`src/qvr_pkg.sv`:
```
package qvr_pkg;

  localparam int DATA_WIDTH = 16;
  localparam int FRAC_BITS  = DATA_WIDTH - 2;
  localparam int OUT_SHIFT  = 2 * FRAC_BITS;

  // Product of a quaternion component and a vector component.
  localparam int QV_W  = 2 * DATA_WIDTH;
  // Sum of three such products.
  localparam int P_W   = QV_W + 1;
  // Product of an intermediate component and a quaternion component.
  localparam int PQ_W  = P_W + DATA_WIDTH;
  // Sum of four such products.
  localparam int ACC_W = PQ_W + 2;

  localparam logic signed [ACC_W-1:0] ROUND_HALF = ACC_W'(1) << (OUT_SHIFT - 1);
  localparam logic signed [ACC_W-1:0] SAT_MAX    = ACC_W'((1 << (DATA_WIDTH - 1)) - 1);
  localparam logic signed [ACC_W-1:0] SAT_MIN    = ~SAT_MAX;

  localparam logic signed [DATA_WIDTH-1:0] ROT_MAX = {1'b0, {(DATA_WIDTH - 1){1'b1}}};
  localparam logic signed [DATA_WIDTH-1:0] ROT_MIN = ~ROT_MAX;

  typedef struct packed {
    logic signed [DATA_WIDTH-1:0] quat_w;
    logic signed [DATA_WIDTH-1:0] quat_x;
    logic signed [DATA_WIDTH-1:0] quat_y;
    logic signed [DATA_WIDTH-1:0] quat_z;
    logic signed [DATA_WIDTH-1:0] vec_x;
    logic signed [DATA_WIDTH-1:0] vec_y;
    logic signed [DATA_WIDTH-1:0] vec_z;
  } sample_t;

  typedef struct packed {
    logic signed [DATA_WIDTH-1:0] rot_x;
    logic signed [DATA_WIDTH-1:0] rot_y;
    logic signed [DATA_WIDTH-1:0] rot_z;
    logic                         overflow;
  } result_t;

  typedef struct packed {
    logic signed [DATA_WIDTH-1:0] w;
    logic signed [DATA_WIDTH-1:0] x;
    logic signed [DATA_WIDTH-1:0] y;
    logic signed [DATA_WIDTH-1:0] z;
  } quat_t;

endpackage

```
`src/qvr_round_sat.sv`:
```
module qvr_round_sat
  import qvr_pkg::*;
(
  input  logic signed [ACC_W-1:0]      acc,
  output logic signed [DATA_WIDTH-1:0] rot,
  output logic                         sat
);

  logic signed [ACC_W-1:0] biased;
  logic signed [ACC_W-1:0] shifted;

  // Round to nearest with ties upward, then clamp to the output range.
  always_comb begin
    biased  = acc + ROUND_HALF;
    shifted = biased >>> OUT_SHIFT;
    if (shifted > SAT_MAX) begin
      rot = ROT_MAX;
      sat = 1'b1;
    end else if (shifted < SAT_MIN) begin
      rot = ROT_MIN;
      sat = 1'b1;
    end else begin
      rot = shifted[DATA_WIDTH-1:0];
      sat = 1'b0;
    end
  end

endmodule

```
`config.mk`:
```
export PLATFORM = sky130hd
export DESIGN_NAME = qvr_round_sat
export DESIGN_NICKNAME = d
export VERILOG_FILES = /design/src/qvr_pkg.sv /design/src/qvr_round_sat.sv
export SDC_FILE = /design/constraint.sdc
export NUM_CORES = 1
export LEC_CHECK = 0
export BUFFER_PORTS_ARGS = -buffer_cell sky130_fd_sc_hd__buf_2
export CELL_PAD_IN_SITES_DETAIL_PLACEMENT = 0
export CELL_PAD_IN_SITES_GLOBAL_PLACEMENT = 1
export CORE_MARGIN = 2
export CORE_UTILIZATION = 26
export DETAILED_ROUTE_END_ITERATION = 8
export GPL_TIMING_DRIVEN = 0
export PLACE_DENSITY_LB_ADDON = 0.1
export SLEW_MARGIN = 20
export SYNTH_ARGS = -nofsm -noshare
export SYNTH_HDL_FRONTEND = slang
export SYNTH_SLANG_ARGS = --single-unit
```
`constraint.sdc`:
```
create_clock -name vclk -period 2.4
set_input_delay 0.12 -clock vclk [all_inputs]
set_output_delay 0.12 -clock vclk [all_outputs]
set_load 0.02 [all_outputs]
```
==> results.yml <==
synth:
  avgSynthCellArea_um2: 7.557
  ys_top_cells_by_count: "9 x nand3_1, 9 x xnor2_1, 8 x a22oi_2"
  yosysWarningCount: 0
  syn-num-nets: 153
  synthSimpleGateAreaFrac_pct: 36.39
  yosysUniqueCellTypes: 33
  ys_seq_area_share_pct: 0
  synth_compound_area_share_pct: 34.59
  synthesis.area_um2: 763.2
  post-synth-top-area-cell: "a22oi_2"
  yosysTopAreaCellShare_pct: 13.11
  synth_xor_area_share_pct: 18.36
  synthCells: 101
  synth_top_family_by_area: "simple AND/OR/NAND/NOR gates"
  synth_mux_area_share_pct: 0
  synth_area_leaders: "a22oi_2 13%, xnor2_1 10%, xor2_1 8.0%"
  synth_adder_area_share_pct: 1.639
power:
  power_uw: 215.3
  switching_share_pct: 51.99
  power_frac_clock_pct: 0
  combinationalPowerShare_pct: 100.0
  internal_power_uw: 103.3
  p_sw_uw: 111.9
  ir_drop_v: 0.00009455
  p_leak_nw: 0.5719
  seqPwrFrac_pct: 0
  powerDensity_mw_per_mm2: 147.2
global_routing:
  met3_usage_pct: 0
  track_usage_pct: 15.13
  grt_util_met2_pct: 28.08
  antenna_found_initial: 0
  grt_pass1_vias: 917
  gr-total-overflow: 0
  top_usage_layer: "met2"
  grt_max_degree: 11
  grt_pass1_wl_mm: 4.209
  met1_usage_pct: 20.88
worst_setup_path:
  path_max_fanout: 5
  cp-end-kind: "primary output"
  critical_path_class: "in -> out"
  cp.required_ps: 2280
  cp-start-kind: "input pin"
  arrival_ps: 2240
status:
  status: "finished, final reports clean"
cts:
  cts_hold_buf: 0
floorplan:
  die_x_um: 58.18
  fp-row-count: 19
  ioPinCount: 68
  dieArea_mm2: 0.003385
  die_y_um: 58.18
  fp.coreArea_mm2: 0.002781
  initial_core_util_pct: 27.44
route:
  ant_nets: 0
  vias: 992
  drtPass1Iterations: 4
  routedWlPerCell_um: 14.57
  drc: 0
  routed_wl_mm: 2.681
  drt_iter0_drc: 26
  vias_per_cell: 5.391
final_layout:
  postLayoutCellArea_mm2: 0.001463
  seq_cell_count: 0
  antenna_cells: 0
  drive_above_1_share_pct: 59.48
  n_clock_buffer: 0
  nets: 207
  area_growth_pct: 91.64
  ff_latch_area_um2: 0
timing:
  setup_viol: 0
  tightestPinTransition_ps: 567.3
  drv_slew: 0
  period_needed_ps: 2361
  grt_setup_unrepaired: "yes"
  period_share_pct: 98.36
  finalHoldViolCount: 0
  fmax_mhz: 423.6
  slew_headroom_pct: 61.78
placement:
  gp_congestion: 0.7409
  place_area_mm2: 0.001002
  portBuffers: 40
  hpwlAfterDp_mm: 1.846
min_path:
  worst_hold_path_type: "in -> out"
  hold_depth: 4
run:
  max-cap-violations: 0
[stage by stage]
stage	utilization (%)	TNS (ps)	hold slack [ps]	instances	worst slack, ps
6_report	52.59	0	626.2	184	39.24
5_1_grt	52.59	-245.9	659.3	184	-53.02
3_3_place_gp	36.03	-5083	674.5	172	-377.9
2_1_floorplan	-	0	442.5	101	45.89
3_5_place_dp	36.03	-5320	666.0	172	-398.3
4_1_cts	41.34	0	662.9	180	7.103
[worst max-delay path, cell delays in order]
cell and delay (ps):
buf_8 80, ha_4 150, nand3_4 80, or4_4 590, nor4_4 350, nor3_4 100
o31ai_4 340, buf_6 170, a32oi_1 100, buf_4 170
[power groups by stage]
stage	Combinational (mW)	Clock [mW]	Sequential, mW
after detailed placement	0.155	0	0
final	0.215	0	0
after floorplan	0.0920	0	0
after global placement	0.153	0	0
after CTS	0.170	0	0
after global routing	0.233	0	0
[routing by layer]
| layer | vias to the layer above | routed length, um |
|---|---|---|
| met1 | 473 | 1166 |
| li1 | 501 | - |
| met3 | 0 | 65 |
| met5 | - | 0 |
| met2 | 18 | 1449 |
| met4 | 0 | 0 |
[cell families after synthesis]
logic type	count (synthesis)
AND/OR/NAND/NOR	46
XOR/XNOR	16
buffers and inverters	12
adder cells (fa/ha/maj)	1
AO/OA/AOI/OAI	26
[placed cells by master, fill, tap and decap left out, drive strengths merged, types with 4 or more instances in the layout]
cell,Yosys,final
a22oi,14,14
buf,4,54
inv,6,6
nand2,4,4
nand3,10,10
nand4,8,8
nor2,7,7
nor3,4,4
nor4,4,4
or4,4,4
xnor2,9,9
xor2,7,7
[path summary, 6_finish.rpt]
path                     from       to
worst max-delay path  acc[28]   rot[8]
worst min-delay path  acc[40]  rot[12]
[what timing repair did]
item	CTS	global route
gates cloned	1	1
buffers inserted	8	3
resized for setup	18	70
setup endpoints to repair	17	16
pin swaps	7	24
[cell type report]
class / count / area (um^2)
fill: 272 / 1319
inverter: 7 / 27.53
timing repair buffer: 53 / 480.5
tap: 31 / 38.79
buffer: 4 / 38.79
multi-input combinational: 89 / 877.1
Note: power is estimated with default switching activity, not from simulation.
